===== config.mk =====
export PLATFORM = sky130hd
export DESIGN_NAME = sparse_triplet_merge_add_top
export DESIGN_NICKNAME = d
export VERILOG_FILES = /design/src/sttm_pkg.sv /design/src/sttm_ram.sv /design/src/sttm_merge.sv /design/src/sparse_triplet_merge_add_top.sv
export SDC_FILE = /design/constraint.sdc
export NUM_CORES = 1
export LEC_CHECK = 0
export BUFFER_PORTS_ARGS = -buffer_cell sky130_fd_sc_hd__buf_4
export CAP_MARGIN = 20
export CORE_ASPECT_RATIO = 1.4
export CORE_MARGIN = 5
export CORE_UTILIZATION = 35
export CTS_CLUSTER_SIZE = 30
export DETAILED_ROUTE_END_ITERATION = 6
export SLEW_MARGIN = 20
export SYNTH_ARGS = -nofsm -noshare
export SYNTH_HDL_FRONTEND = slang
export SYNTH_SLANG_ARGS = --single-unit

===== constraint.sdc =====
create_clock -name clk -period 4.7 [get_ports clk]
set_input_delay 0.47 -clock clk [delete_from_list [all_inputs] [get_ports clk]]
set_output_delay 0.47 -clock clk [all_outputs]
set_load 0.01 [all_outputs]

===== src/sttm_pkg.sv =====
`timescale 1ns / 1ps

package sttm_pkg;

    localparam int DEF_MAX_ENTRIES = 32;
    localparam int DEF_INDEX_BITS  = 4;
    localparam int DEF_VALUE_BITS  = 16;

    // request codes carried on s_tuser
    localparam logic [1:0] REQ_LOAD_A = 2'd0;
    localparam logic [1:0] REQ_LOAD_B = 2'd1;
    localparam logic [1:0] REQ_START  = 2'd2;

    typedef struct packed {
        logic busy;
        logic done;
    } sttm_status_t;

endpackage


===== src/sttm_ram.sv =====
`timescale 1ns / 1ps

module sttm_ram #(
    parameter int WIDTH = 24,
    parameter int DEPTH = 32
) (
    input  logic                     clk,
    input  logic                     we,
    input  logic [$clog2(DEPTH)-1:0] waddr,
    input  logic [WIDTH-1:0]         wdata,
    input  logic                     re,
    input  logic [$clog2(DEPTH)-1:0] raddr,
    output logic [WIDTH-1:0]         rdata
);

    logic [WIDTH-1:0] mem [DEPTH];

    always_ff @(posedge clk)
    begin
        if (we)
        begin
            mem[waddr] <= wdata;
        end
        if (re)
        begin
            rdata <= mem[raddr];
        end
    end

endmodule


===== src/sttm_merge.sv =====
`timescale 1ns / 1ps

module sttm_merge import sttm_pkg::*; #(
    parameter int MAX_ENTRIES = DEF_MAX_ENTRIES,
    parameter int INDEX_BITS  = DEF_INDEX_BITS,
    parameter int VALUE_BITS  = DEF_VALUE_BITS,
    localparam int CW    = $clog2(MAX_ENTRIES + 1),
    localparam int AW    = $clog2(MAX_ENTRIES),
    localparam int TW    = 2 * INDEX_BITS + VALUE_BITS,
    localparam int OW    = 2 * INDEX_BITS + VALUE_BITS + 1,
    localparam int OUT_W = ((OW + 7) / 8) * 8
) (
    input  logic               clk,
    input  logic               rst_n,
    input  logic               start,
    input  logic [CW-1:0]      count_a,
    input  logic [CW-1:0]      count_b,
    output sttm_status_t       status,
    output logic               re_a,
    output logic [AW-1:0]      raddr_a,
    input  logic [TW-1:0]      rdata_a,
    output logic               re_b,
    output logic [AW-1:0]      raddr_b,
    input  logic [TW-1:0]      rdata_b,
    output logic               m_tvalid,
    input  logic               m_tready,
    output logic [OUT_W-1:0]   m_tdata,   // out_row, out_col, out_value
    output logic               m_tuser,   // out_valid
    output logic               m_tlast
);

    localparam logic [1:0] ST_IDLE = 2'd0;
    localparam logic [1:0] ST_RD   = 2'd1;
    localparam logic [1:0] ST_CMP  = 2'd2;

    logic [1:0]              state_reg, state_next;
    logic [CW-1:0]           ptr_a_reg, ptr_a_next;
    logic [CW-1:0]           ptr_b_reg, ptr_b_next;
    logic                    vld_reg, vld_next;
    logic                    last_reg, last_next;
    logic                    flag_reg, flag_next;
    logic [OW-1:0]           word_reg, word_next;

    logic                    has_a, has_b, take_a, take_b, out_free, done;
    logic [INDEX_BITS-1:0]   a_row, a_col, b_row, b_col;
    logic [VALUE_BITS-1:0]   a_val, b_val;
    logic [VALUE_BITS:0]     sum;

    assign a_row = rdata_a[INDEX_BITS-1:0];
    assign a_col = rdata_a[2*INDEX_BITS-1:INDEX_BITS];
    assign a_val = rdata_a[TW-1:2*INDEX_BITS];
    assign b_row = rdata_b[INDEX_BITS-1:0];
    assign b_col = rdata_b[2*INDEX_BITS-1:INDEX_BITS];
    assign b_val = rdata_b[TW-1:2*INDEX_BITS];

    assign has_a    = ptr_a_reg < count_a;
    assign has_b    = ptr_b_reg < count_b;
    assign out_free = !vld_reg || m_tready;
    assign sum      = {a_val[VALUE_BITS-1], a_val} + {b_val[VALUE_BITS-1], b_val};

    always_comb
    begin
        if (has_a && has_b)
        begin
            take_a = {a_row, a_col} <= {b_row, b_col};
            take_b = {b_row, b_col} <= {a_row, a_col};
        end
        else
        begin
            take_a = has_a;
            take_b = !has_a;
        end
    end

    always_comb
    begin
        state_next = state_reg;
        ptr_a_next = ptr_a_reg;
        ptr_b_next = ptr_b_reg;
        vld_next   = vld_reg && !m_tready;
        last_next  = last_reg;
        flag_next  = flag_reg;
        word_next  = word_reg;
        re_a       = 1'b0;
        re_b       = 1'b0;
        done       = 1'b0;
        case (state_reg)
            ST_IDLE:
            begin
                if (start)
                begin
                    ptr_a_next = '0;
                    ptr_b_next = '0;
                    state_next = ST_RD;
                end
            end
            ST_RD:
            begin
                re_a       = has_a;
                re_b       = has_b;
                state_next = ST_CMP;
            end
            ST_CMP:
            begin
                if (out_free)
                begin
                    vld_next = 1'b1;
                    if (!has_a && !has_b)
                    begin
                        // both lists empty: one blank word marked last
                        word_next = '0;
                        flag_next = 1'b0;
                    end
                    else
                    begin
                        flag_next  = 1'b1;
                        ptr_a_next = ptr_a_reg + CW'(take_a);
                        ptr_b_next = ptr_b_reg + CW'(take_b);
                        if (take_a && take_b)
                        begin
                            word_next = {sum, a_col, a_row};
                        end
                        else if (take_a)
                        begin
                            word_next = {a_val[VALUE_BITS-1], a_val, a_col, a_row};
                        end
                        else
                        begin
                            word_next = {b_val[VALUE_BITS-1], b_val, b_col, b_row};
                        end
                    end
                    if (ptr_a_next >= count_a && ptr_b_next >= count_b)
                    begin
                        last_next  = 1'b1;
                        done       = 1'b1;
                        state_next = ST_IDLE;
                    end
                    else
                    begin
                        last_next  = 1'b0;
                        state_next = ST_RD;
                    end
                end
            end
            default:
            begin
                state_next = ST_IDLE;
            end
        endcase
    end

    always_ff @(posedge clk or negedge rst_n)
    begin
        if (!rst_n)
        begin
            state_reg <= ST_IDLE;
            ptr_a_reg <= '0;
            ptr_b_reg <= '0;
            vld_reg   <= 1'b0;
        end
        else
        begin
            state_reg <= state_next;
            ptr_a_reg <= ptr_a_next;
            ptr_b_reg <= ptr_b_next;
            vld_reg   <= vld_next;
        end
    end

    always_ff @(posedge clk)
    begin
        last_reg <= last_next;
        flag_reg <= flag_next;
        word_reg <= word_next;
    end

    assign raddr_a     = ptr_a_reg[AW-1:0];
    assign raddr_b     = ptr_b_reg[AW-1:0];
    assign status.busy = state_reg != ST_IDLE;
    assign status.done = done;
    assign m_tvalid    = vld_reg;
    assign m_tdata     = OUT_W'(word_reg);
    assign m_tuser     = flag_reg;
    assign m_tlast     = last_reg;

    a_start_idle: assert property (@(posedge clk) disable iff (!rst_n)
        start |-> state_reg == ST_IDLE)
        else $error("start while merge busy");

    a_ptr_bound: assert property (@(posedge clk) disable iff (!rst_n)
        (state_reg != ST_IDLE) |-> (ptr_a_reg <= count_a && ptr_b_reg <= count_b))
        else $error("read pointer past list end");

    a_done_idle: assert property (@(posedge clk) disable iff (!rst_n)
        done |=> state_reg == ST_IDLE && m_tvalid && m_tlast)
        else $error("merge end not followed by last word");

    a_stall_hold: assert property (@(posedge clk) disable iff (!rst_n)
        (state_reg == ST_CMP && vld_reg && !m_tready) |=> state_reg == ST_CMP)
        else $error("merge advanced over a stalled output");

endmodule


===== src/sparse_triplet_merge_add_top.sv =====
`timescale 1ns / 1ps

// Sparse triplet merge-add.
// Slave channel: s_tuser carries the request (load A, load B, start merge);
// s_tdata carries the triplet for loads (ignored on start). A load into a
// full list is dropped; loads are taken back to back. Request code 3 is ignored.
// Start merges the two lists in row-major order; matching positions give
// one word holding the sum. Words leave on the master channel, m_tuser set
// when the word holds an entry, m_tlast on the final word of the merge.
// Two empty lists give one blank word with m_tuser low and m_tlast high.
// After start is taken, each word needs a read of both list RAMs, then the
// compare and add, which registers the word; the next read follows only once
// that word has been registered.
// s_tready is low while a merge runs; it rises as the last word is
// registered, even while that word still waits on m_tready.
// A stalled receiver holds the merge at its compare step; nothing is lost.
// Reset empties both lists and the output; RAM contents are left as they are.
// Both lists are empty again once a merge ends.
module sparse_triplet_merge_add_top import sttm_pkg::*; #(
    parameter int MAX_ENTRIES = DEF_MAX_ENTRIES,
    parameter int INDEX_BITS  = DEF_INDEX_BITS,
    parameter int VALUE_BITS  = DEF_VALUE_BITS,
    localparam int CW    = $clog2(MAX_ENTRIES + 1),
    localparam int AW    = $clog2(MAX_ENTRIES),
    localparam int TW    = 2 * INDEX_BITS + VALUE_BITS,
    localparam int IN_W  = ((TW + 7) / 8) * 8,
    localparam int OUT_W = ((TW + 1 + 7) / 8) * 8
) (
    input  logic             clk,
    input  logic             rst_n,
    input  logic             s_tvalid,
    output logic             s_tready,
    input  logic [IN_W-1:0]  s_tdata,   // entry_row, entry_col, entry_value
    input  logic [1:0]       s_tuser,   // req_type
    output logic             m_tvalid,
    input  logic             m_tready,
    output logic [OUT_W-1:0] m_tdata,   // out_row, out_col, out_value
    output logic             m_tuser,   // out_valid
    output logic             m_tlast
);

    logic [CW-1:0]   count_a_reg, count_a_next;
    logic [CW-1:0]   count_b_reg, count_b_next;
    sttm_status_t    status;
    logic            s_fire, we_a, we_b, start;
    logic            re_a, re_b;
    logic [AW-1:0]   raddr_a, raddr_b;
    logic [TW-1:0]   rdata_a, rdata_b;

    assign s_tready = !status.busy;
    assign s_fire   = s_tvalid && s_tready;
    assign we_a     = s_fire && s_tuser == REQ_LOAD_A && count_a_reg < CW'(MAX_ENTRIES);
    assign we_b     = s_fire && s_tuser == REQ_LOAD_B && count_b_reg < CW'(MAX_ENTRIES);
    assign start    = s_fire && s_tuser == REQ_START;

    always_comb
    begin
        count_a_next = count_a_reg;
        count_b_next = count_b_reg;
        if (status.done)
        begin
            count_a_next = '0;
            count_b_next = '0;
        end
        else
        begin
            if (we_a)
            begin
                count_a_next = count_a_reg + CW'(1);
            end
            if (we_b)
            begin
                count_b_next = count_b_reg + CW'(1);
            end
        end
    end

    always_ff @(posedge clk or negedge rst_n)
    begin
        if (!rst_n)
        begin
            count_a_reg <= '0;
            count_b_reg <= '0;
        end
        else
        begin
            count_a_reg <= count_a_next;
            count_b_reg <= count_b_next;
        end
    end

    sttm_ram #(
        .WIDTH (TW),
        .DEPTH (MAX_ENTRIES)
    ) u_ram_a (
        .clk   (clk),
        .we    (we_a),
        .waddr (count_a_reg[AW-1:0]),
        .wdata (s_tdata[TW-1:0]),
        .re    (re_a),
        .raddr (raddr_a),
        .rdata (rdata_a)
    );

    sttm_ram #(
        .WIDTH (TW),
        .DEPTH (MAX_ENTRIES)
    ) u_ram_b (
        .clk   (clk),
        .we    (we_b),
        .waddr (count_b_reg[AW-1:0]),
        .wdata (s_tdata[TW-1:0]),
        .re    (re_b),
        .raddr (raddr_b),
        .rdata (rdata_b)
    );

    sttm_merge #(
        .MAX_ENTRIES (MAX_ENTRIES),
        .INDEX_BITS  (INDEX_BITS),
        .VALUE_BITS  (VALUE_BITS)
    ) u_merge (
        .clk      (clk),
        .rst_n    (rst_n),
        .start    (start),
        .count_a  (count_a_reg),
        .count_b  (count_b_reg),
        .status   (status),
        .re_a     (re_a),
        .raddr_a  (raddr_a),
        .rdata_a  (rdata_a),
        .re_b     (re_b),
        .raddr_b  (raddr_b),
        .rdata_b  (rdata_b),
        .m_tvalid (m_tvalid),
        .m_tready (m_tready),
        .m_tdata  (m_tdata),
        .m_tuser  (m_tuser),
        .m_tlast  (m_tlast)
    );

endmodule


* Word-level counts from Yosys, hierarchy flattened *
Memories as Yosys holds them, arrays and structs flattened. A register that Yosys moved wholly into a read port is not among the register bits.
Cells that the tools add are included.

cells by class
  add/subtract/negate cells = 5
  order comparisons = 8
  equal/unequal tests = 6
  muxes and demuxes = 35
  reduce and logical (&&, ||, !) cells = 26

operators by type and width
  cell                   count
  $mux W6                13
  $mux W25               2
  $pmux W6 S2            2
  $add A16 B16 Y17       1
  $le A8 B8 Y1           2
  $mux W1                15
  $add A6 B1 Y6          2
  $add A6 B1 Y6 const B  2
  $ge A6 B6 Y1           2
  $lt A6 B6 Y1           2
  $lt A6 B6 Y1 const B   2
  $logic_and A1 B1 Y1    11
  $reduce_bool A2 Y1     4
  $pmux W2 S3            1
  $logic_not A1 Y1       5
  $eq A2 B1 Y1 const B   2
  $eq A2 B2 Y1 const B   2
  $logic_not A2 Y1       2
  $mux W2                2
  $reduce_and A2 Y1      2
  $reduce_and A3 Y1      1
  $ne A2 B1 Y1 const B   1
  $ne A2 B2 Y1 const B   1
  $logic_or A1 B1 Y1     1

storage, ports and cells
  register bits = 54
  bits in writable memories = 1,536
  bits of input ports = 30
  output and inout port bits = 36
  word-level logic and storage cells = 91
  memories kept = 2

memories
  memory       words  width  rd ports  clocked after memory_dff  wr ports  RTL line        text
  u_ram_a.mem  32     24     1         1                         1         sttm_ram.sv:16  logic [WIDTH-1:0] mem [DEPTH];
  u_ram_b.mem  32     24     1         1                         1         sttm_ram.sv:16

* Depth between registers and ports, before layout *
Gate-level depths: netlist (run 1).

  depth in word-level cells = 13
  mapped depth = 21
  gate-level depth less buffers = 19

* Modules after synthesis *
A second synthesis (run 1) with hierarchy kept.

second synthesis, totals
  cells, all modules = 3,916
  area, all modules = 65,904.5 um^2

by module, submodules not included
  module                        instances  cells an instance  area an instance (um^2)  seq. area each (um^2)
  sttm_ram                      2          1,711              30,723.2                 23,782.8
  sttm_merge                    1          424                3,784.9                  1,186.1
  sparse_triplet_merge_add_top  1          70                 673.1                    300.3

* Least setup slack after synthesis (run 1) *
No wires, ideal clock.

  path kind = flip-flop to flip-flop
  start point = register count_a_reg[2]
  end point = register count_b_reg[4]
  library setup time = 0.076 ns
  arrival = 3.902 ns
  data required time = 4.624 ns
  path slack = 0.722 ns
  cell stages (with the launch flop) = 22
  path buffers = 3
  clock period less this slack = 3.978 ns
  cells stage by stage = dfrtp_1 > clkbuf_1 > inv_1 > ha_1 > a21oi_1 > o21ai_1 > a41oi_2 > o21ai_1 > inv_2 > buf_2 > ha_1 > ha_1 > nand2_1 > nand2_1 > ha_1 > a21o_1 > a211o_1 > o2111ai_1 > a22oi_1 > and2_1 > clkbuf_1 > nor2_1

between the ends
  word-level cells in the longest chain between the ends = 13
  elaborated cells between the ends (all ways) = 22
  classes of those cells = add/sub (2); order compare (3); mux (12); reduce/logical (5)

RTL lines
  element                                                         RTL line                                               text
  start: declaration                                              sparse_triplet_merge_add_top.sv:42                     logic [CW-1:0] count_a_reg, count_a_next;
  start signal: assignment                                        sparse_triplet_merge_add_top.sv:87                     count_a_reg <= count_a_next;
  $lt A6 B6 Y1                                                    sttm_merge.sv:56                                       assign has_a = ptr_a_reg < count_a;
  $logic_and A1 B1 Y1 / $logic_not A1 Y1 (equally long branches)  sttm_merge.sv:63, sttm_merge.sv:71, sttm_merge.sv:108
  $mux W1                                                         sttm_merge.sv:63                                       if (has_a && has_b)
  $add A6 B1 Y6, on equally long branches                         sttm_merge.sv:117, sttm_merge.sv:118
  $mux W6                                                         sttm_merge.sv:108                                      if (!has_a && !has_b)
  $mux W6                                                         sttm_merge.sv:105                                      if (out_free)
  $mux W6                                                         sttm_merge.sv:87                                       case (state_reg)
  $ge A6 B6 Y1                                                    sttm_merge.sv:132                                      if (ptr_a_next >= count_a && ptr_b_next >= count_b)
  $logic_and A1 B1 Y1 (*)                                         sttm_merge.sv:132
  $mux W1 (*)                                                     sttm_merge.sv:132
  $mux W1 (*)                                                     sttm_merge.sv:105
  $mux W1 (*)                                                     sttm_merge.sv:87
  $mux W6 / $reduce_bool A2 Y1 (equally long branches)            -
  end signal: assignment                                          sparse_triplet_merge_add_top.sv:88                     count_b_reg <= count_b_next;
  end: declaration                                                sparse_triplet_merge_add_top.sv:43                     logic [CW-1:0] count_b_reg, count_b_next;

Every way passes the cells marked *; elsewhere a longest branch is shown, timed or not. The select of a mux whose other input is x is not followed.
A chain may end at the register's enable or synchronous reset.

* Worst setup path after layout (run 1) *
  start point = register count_b_reg[3]
  end point = register count_a_reg[0]

between the ends
  word-level cells in the longest chain between the ends = 13
  elaborated cells between the ends (all ways) = 22
  classes of those cells = add/sub (2); order compare (3); mux (12); reduce/logical (5)

RTL lines
  element                                               RTL line                              text
  $lt A6 B6 Y1                                          sttm_merge.sv:57                      assign has_b = ptr_b_reg < count_b;
  $logic_and A1 B1 Y1                                   sttm_merge.sv:63
  $mux W1                                               sttm_merge.sv:63
  $add A6 B1 Y6, on equally long branches               sttm_merge.sv:117, sttm_merge.sv:118
  $mux W6                                               sttm_merge.sv:108
  $mux W6                                               sttm_merge.sv:105
  $mux W6                                               sttm_merge.sv:87
  $ge A6 B6 Y1                                          sttm_merge.sv:132
  $logic_and A1 B1 Y1 (*)                               sttm_merge.sv:132
  $mux W1 (*)                                           sttm_merge.sv:132
  $mux W1 (*)                                           sttm_merge.sv:105
  $mux W1 (*)                                           sttm_merge.sv:87
  $mux W6 / $reduce_bool A2 Y1 (equally long branches)  -

Marks and branches as above.

==> flow_summary_export.csv, run 1 <==
group,metric,value,unit
placement,globalplace.congestion,0.8663,
final_layout,drive_above_1_share,25.67,%
synthesis,synthXorXnorAreaFrac,0.3681,%
synthesis,synth_top_family_by_area,"multiplexers",
timing,final.setup.tns,0,ns
route,num_vias,31000,
timing,drv_slew,0,
synthesis,synth_warnings,0,
synthesis,synth_common_cells,"edfxtp_1, mux4_2, mux2i_1, nand2_1, nor2_1",
global_routing,grt_pass1_vias,32170,
clock_tree,clock_latency,0.77,ns
synthesis,synth_ff_type,"edfxtp_1",
critical_path,r2r_slack,0.34,ns
floorplan,die_w,372.1,um
critical_path,worstPathCellList,"clkinv_1 -> ha_1 -> and3_1 -> a221o_1 -> a21o_1 -> and2_1 -> inv_2 -> ha_1 -> nand3_1 -> nor2_1 -> buf_4 -> xor2_1 -> ha_1 -> a211o_1 -> o2111ai_1 -> a22oi_1 -> and2_2 -> nor2_1",
clock_tree,cts_sinks,1638,
power,powerDensity,480.0,mW/mm2
global_routing,use_met1,20.14,%
critical_path,startpoint_type,"flop",
final_layout,multiInputGateArea,0.01476,mm2
synthesis,synth_compound_area_share,3.449,%
synthesis,netlist_instances,3058,
global_routing,grt_start_max_net_pins,143,
flow_run,drv_cap,0,
critical_path,end_kind,"flop",
synthesis,synth_fa_ha_area_share,1.161,%
power,ir_drop,0.4181,mV
global_routing,grt_antenna_before_repair,12,
placement,dp_hpwl,87550,um
synthesis,yosysUniqueCellTypes,61,
route,drt_iter0_drc,3031,
timing,finalWorstSetupSlack,0.3407,ns
synthesis,synth_most_common_cell,"edfxtp_1",
route,drt_wl_total,159700,um
global_routing,top_usage_layer,"met2",
critical_path,path_common_cell,"ha_1",
synthesis,synth_area,0.06424,mm2
global_routing,track_usage,16.54,%
synthesis,yosysSeqAreaShare,76.35,%
floorplan,core,0.1832,mm2
timing,slew_headroom,24.76,%
global_routing,met2_usage,30.00,%
synthesis,synth-simple-area-share,1.895,%
critical_path,slowest_stage,"a221o_1",
route,drc,0,
timing,rsz0062_at_grt,"no",
timing,worst_slew_pin_slew,1.129,ns
final_layout,finalInstanceArea,0.07342,mm2
power,power,35.24,mW
critical_path,cpPeakStageDelay,0.45,ns
floorplan,initial_utilization,35.08,%
route,wire_per_inst,27.49,um
clock_tree,clock_path_buffers,3,
clock_tree,cts_setup_buffers,0,
floorplan,fp.dieH,516.9,um
route,dr.pass1.iters,6,
global_routing,grt_overflow,0,
clock_tree,root_buffer,"clkbuf_16",
run_status,status,"complete, no violations",
final_layout,num-nets-final,3334,
global_routing,met3_usage,2.723,%
synthesis,synth.largest_area_cell,"edfxtp_1",
floorplan,io-pin-count,66,
timing,clock.fmax,229.4,MHz
critical_path,cp_max_fo,12,
final_layout,fillers,16140,
critical_path,crit_required,5.35,ns
timing,skew,0.02044,ns
placement,place_area,0.06852,mm2
synthesis,avgSynthCellArea,21.01,um2
min_path,hp-class,"input pin to flop",
clock_tree,h-tree-depth,4,
final_layout,seqCellArea,0.04908,mm2
clock_tree,cts.clk_slew.worst_paths,0.06,ns
timing,setup_viol,0,
placement,io_buffers,58,
floorplan,fp.dieArea,0.1923,mm2
synthesis,synth_edf_count,1611,
placement,place_ws,0.2711,ns
synthesis,muxShareOfSynthArea,15.49,%
synthesis,synthArstFlopShare,1.648,%
synthesis,synth_area_leaders,"edfxtp_1, mux4_2, mux2i_1",
route,ant_nets,0,
global_routing,grt_pass1_wl,228800,um
route,post_drt_via_cell_ratio,5.335,
timing,period_share,92.75,%
final_layout,areaGrowthSynthToFinish,14.28,%
critical_path,arrival,5.00,ns
clock_tree,cts_tree,"yes",
timing,hold_viol,0,
power,power_leakage,22.50,nW
synthesis,ys_seq_elements,1638,
timing,min_period,4.359,ns
clock_tree,cts_buffers,152,
final_layout,final_util,40.09,%
synthesis,yosysTopAreaCellShare,75.30,%
critical_path,critPathKind,"flop to flop",
floorplan,num_rows,186,
[critical path: cells and delay by family (launching register included)]
family	cells	cell delay, ns
adder cells (fa/ha/maj)	3	0.75
XOR/XNOR	1	0.18
AO/OA/AOI/OAI	5	1.23
flip-flops	1	0.44
AND/OR/NAND/NOR	6	1.09
buffers and inverters	3	0.55
[layout make-up]
type,count,area share [%]
Sequential cell,1638,66.85
Multi-Input combinational cell,1239,20.10
Clock buffer,191,5.583
Tap cell,2444,4.165
Timing Repair Buffer,184,2.072
Clock inverter,80,1.063
Inverter,30,0.1534
Antenna cell,4,0.01363
[layout by cell type (no fill, tap or decap), types with 24 or more instances in the layout]
master | netlist | layout
nor2_4 | 0 | 37
clkinv_1 | 3 | 35
inv_1 | 24 | 24
nor2_1 | 112 | 46
mux4_2 | 360 | 360
clkbuf_16 | 0 | 159
a21oi_1 | 59 | 59
nand2_1 | 113 | 112
mux2_2 | 24 | 24
o221ai_1 | 100 | 100
clkbuf_1 | 84 | 32
edfxtp_1 | 1611 | 1611
ha_1 | 58 | 58
nor2_2 | 0 | 29
o21ai_0 | 70 | 70
buf_4 | 14 | 172
o22ai_1 | 30 | 30
mux2i_1 | 157 | 157
[where the power goes]
group / switching, mW / internal [mW] / total (mW)
Clock: 5.25 / 6.91 / 12.2
Combinational: 3.54 / 2.90 / 6.43
Sequential: 0.224 / 16.4 / 16.7
Total: 9.01 / 26.2 / 35.2
[per-stage QoR]
stage / instances / hold WS [ns]
floorplan: 3064 / 0.1744
global placement: 5534 / 0.4284
detailed placement: 5534 / 0.4344
CTS: 5806 / 0.06201
global route: 5807 / 0.1277
finish: 5810 / 0.1230
[routing by layer]
layer  part of all wire, %  vias to the layer above
met4                   3.2                       16
met1                    38                    16600
met3                   5.3                      254
met5                 0.043                        -
li1                      -                    13180
met2                    53                      953
[worst paths after layout]
path	cells past startpoint	endpoint	start
min reg2reg	1	u_merge.state_reg[0]$_DFFE_PN0P_	u_merge.state_reg[1]$_DFFE_PN0P_
min in group asynchronous	2	u_merge.m_tvalid$_DFF_PN0_	rst_n
max in group asynchronous	2	u_merge.ptr_b_reg[0]$_DFFE_PN0P_	rst_n
min	3	u_merge.m_tvalid$_DFF_PN0_	m_tready
max	18	count_a_reg[0]$_DFFE_PN0P_	count_b_reg[3]$_DFFE_PN0P_
max reg2reg	18	count_a_reg[0]$_DFFE_PN0P_	count_b_reg[3]$_DFFE_PN0P_
[repair_timing]
item / 4_1_cts / 5_1_grt
hold buffers: 1 / 0
resized for setup: 0 / 1
setup endpoints to repair: 0 / 12
hold endpoints to repair: 27 / 0
[cell families after synthesis]
family                   Yosys count
adder cells (fa/ha/maj)           59
AND/OR/NAND/NOR                  286
multiplexers                     541
buffers and inverters            187
other                              1
AO/OA/AOI/OAI                    319
flip-flops                      1638
XOR/XNOR                          27
Power figures use the tool's default switching activity.
==> run 2: changes to the inputs <==
--- a/config.mk
+++ b/config.mk
@@ -15,4 +15,5 @@
 export SLEW_MARGIN = 20
 export SYNTH_ARGS = -nofsm -noshare
 export SYNTH_HDL_FRONTEND = slang
+export SYNTH_HIERARCHICAL = 1
 export SYNTH_SLANG_ARGS = --single-unit
==> run 2 against run 1 <==
The run now ends with design-rule violations left. Non-clock buffer count rose by 21. Routed wire length rose by 0.15%. Sequential power barely moved. Clock skew rose by 0.0018 ns. Register-to-register slack got worse by 0.13 ns. Critical path type unchanged. Highest routed layer is now met4.
==> flow_summary_export.csv, run 2 <==
group,metric,value,unit
placement,globalplace.congestion,0.8632,
timing,slew_headroom,25.42,%
global_routing,grt_start_max_net_pins,128,
critical_path,arrival,5.14,ns
placement,place_ws,-0.003917,ns
synthesis,yosysUniqueCellTypes,62,
run_status,status,"finished, violations left",
critical_path,path_common_cell,"ha_1",
critical_path,cpPeakStageDelay,0.44,ns
clock_tree,root_buffer,"clkbuf_16",
floorplan,num_rows,188,
synthesis,synth_common_cells,"edfxtp_1, mux2i_1, a21oi_1, nand2_1, nand3_1",
clock_tree,cts_tree,"yes",
timing,clock.fmax,222.9,MHz
floorplan,core,0.1875,mm2
synthesis,synth_edf_count,1611,
placement,dp_hpwl,93230,um
route,drt_wl_total,160000,um
timing,setup_viol,0,
timing,min_period,4.485,ns
run_status,violations,"design-rule violations",
global_routing,grt_overflow,0,
critical_path,cp.buffers_inverters,2,
power,power_leakage,23.95,nW
synthesis,ys_seq_elements,1638,
power,ir_drop,0.6090,mV
route,num_vias,34750,
clock_tree,cts.clk_slew.worst_paths,0.07,ns
global_routing,grt_pass1_wl,232800,um
synthesis,synth_warnings,6,
route,ant_nets,0,
critical_path,end_kind,"flop",
clock_tree,h-tree-depth,4,
timing,period_share,95.44,%
timing,skew,0.02221,ns
global_routing,track_usage,15.88,%
floorplan,fp.dieH,523.4,um
critical_path,worstPathCellList,"inv_1 -> ha_1 -> a21oi_1 -> o21ai_1 -> a221o_1 -> o41ai_4 -> inv_2 -> ha_1 -> ha_1 -> nand2_1 -> nand2_1 -> ha_1 -> a21oi_1 -> nor2b_1 -> o21ai_0 -> a21oi_1 -> o22a_1 -> and2_2 -> nor2b_1 -> nand4_1 -> o32ai_1",
synthesis,synth_area_leaders,"edfxtp_1, mux2i_1, a22oi_1",
synthesis,yosysTopAreaCellShare,73.40,%
synthesis,synth.largest_area_cell,"edfxtp_1",
critical_path,r2r_cells,21,
min_path,hp-class,"input pin to flop",
global_routing,grt_pass1_vias,34370,
synthesis,synth_ff_type,"edfxtp_1",
timing,hold_viol,0,
synthesis,synth_most_common_cell,"edfxtp_1",
timing,finalWorstSetupSlack,0.2145,ns
clock_tree,cts_buffers,141,
clock_tree,clock_latency,0.76,ns
route,drt_iter0_drc,2610,
floorplan,fp.dieArea,0.1972,mm2
route,post_drt_via_cell_ratio,5.252,
critical_path,critPathKind,"flop to flop",
power,powerDensity,486.5,mW/mm2
timing,drv_slew,0,
synthesis,avgSynthCellArea,16.83,um2
synthesis,yosysSeqAreaShare,74.43,%
min_path,hold_end,"count_b_reg[5]$_DFFE_PN0P_",
final_layout,final_util,39.44,%
timing,whs,0.1736,ns
final_layout,num-nets-final,4122,
critical_path,r2r_slack,0.21,ns
clock_tree,clock_path_buffers,3,
min_path,hold_depth,3,
critical_path,crit_required,5.35,ns
clock_tree,cts_sinks,1638,
synthesis,synthArstFlopShare,1.648,%
critical_path,worstSetupPathDepth,21,
final_layout,areaGrowthSynthToFinish,12.18,%
final_layout,drive_above_1_share,12.14,%
critical_path,cp_max_fo,10,
power,power,35.97,mW
final_layout,fillers,16930,
flow_run,drv_cap,0,
synthesis,netlist_instances,3916,
final_layout,final_common_cell,"edfxtp_1",
final_layout,layout_common_cells,"edfxtp_1, mux2i_1, a21oi_1",
timing,rsz0062_at_grt,"no",
critical_path,slowest_stage,"a221o_1",
critical_path,rr_endpoint,"count_b_reg[5]$_DFFE_PN0P_",
critical_path,reg2reg_from,"count_b_reg[2]$_DFFE_PN0P_",
global_routing,grt_antenna_before_repair,1,
placement,io_buffers,58,
critical_path,path_delay_family,"compound AO/OA/AOI/OAI gates",
route,wire_per_inst,24.18,um
timing,worst_slew_pin_slew,1.119,ns
floorplan,io-pin-count,66,
floorplan,initial_utilization,35.15,%
synthesis,synth_area,0.06590,mm2
floorplan,die_w,376.7,um
route,dr.pass1.iters,7,
critical_path,startpoint_type,"flop",
min_path,hold_path_startpoint,"s_tuser[0]",
route,drc,1,
## run 2: worst register-to-register path, cell delays in order, from the launching register on
cell and delay, ns:
dfrtp_1 0.38, inv_1 0.09, ha_1 0.24, a21oi_1 0.17, o21ai_1 0.13, a221o_1 0.44, o41ai_4 0.42, inv_2 0.07
ha_1 0.20, ha_1 0.29, nand2_1 0.07, nand2_1 0.06, ha_1 0.27, a21oi_1 0.15, nor2b_1 0.07, o21ai_0 0.19
a21oi_1 0.11, o22a_1 0.23, and2_2 0.28, nor2b_1 0.17, nand4_1 0.11, o32ai_1 0.25
## run 2: repair_timing
action | 4_1_cts | 5_1_grt
endpoints found under the hold margin | 27 | 0
setup endpoints to repair | 2 | 3
buffers inserted | 0 | 0
pin swaps | 0 | 2
gates cloned | 0 | 1
hold buffers | 1 | 0
gates resized for setup | 1 | 3
## run 2: final cells by class
cell class | count | area, um2 | share of cell area, %
antenna | 1 | 2.502 | 0.003385
sequential | 1638 | 49060 | 66.36
clock inverter | 74 | 596.8 | 0.8073
inverter | 33 | 123.9 | 0.1675
tap | 2470 | 3090 | 4.180
multi-input combinational | 2020 | 15530 | 21.00
clock buffer | 174 | 3821 | 5.168
timing repair buffer | 205 | 1712 | 2.315
## run 2: worst max path at each step
stage                               start                         end  slack [ns]
2_1_floorplan  count_b_reg[4]$_DFFE_PN0P_  count_b_reg[0]$_DFFE_PN0P_        0.36
3_3_place_gp   count_a_reg[1]$_DFFE_PN0P_  count_a_reg[2]$_DFFE_PN0P_       0.005
3_5_place_dp   count_a_reg[1]$_DFFE_PN0P_  count_b_reg[5]$_DFFE_PN0P_      -0.004
4_1_cts        count_b_reg[5]$_DFFE_PN0P_  count_a_reg[2]$_DFFE_PN0P_        0.18
5_1_grt        count_b_reg[5]$_DFFE_PN0P_  count_b_reg[5]$_DFFE_PN0P_        0.01
6_report       count_b_reg[2]$_DFFE_PN0P_  count_b_reg[5]$_DFFE_PN0P_        0.21
## run 2: logic make-up after synthesis
family | Yosys count | synth area share [%]
flops | 1638 | 74.43
mux | 782 | 11.88
compound gates | 576 | 5.870
fa+ha+maj | 53 | 1.018
simple gates | 580 | 4.101
buf+inv | 265 | 2.415
xor+xnor | 21 | 0.2791
other cells | 1 | 0.005690
## run 2: layer usage
layer	part of all wire, %	up-vias	wire length (um)	global-route usage [%]
li1	-	15600	-	-
met1	41	18040	66010	20.33
met2	51	888	81790	27.97
met3	4.5	211	7277	2.215
met4	3.1	0	4889	5.045
met5	0	-	0	0
## run 2: through the flow
stage	std cells	cell area, um2	setup TNS (ns)
5_1_grt	6615	73930	0
4_1_cts	6613	73910	0
3_5_place_dp	6364	69480	-0.003917
2_1_floorplan	3922	65930	0
3_3_place_gp	6362	69460	0
6_report	6615	73930	0
## run 2: power breakdown
group | internal, mW | switching [mW] | total (mW)
logic | 3.07 | 4.96 | 8.04
clock network | 6.22 | 5.08 | 11.3
registers | 16.4 | 0.193 | 16.6
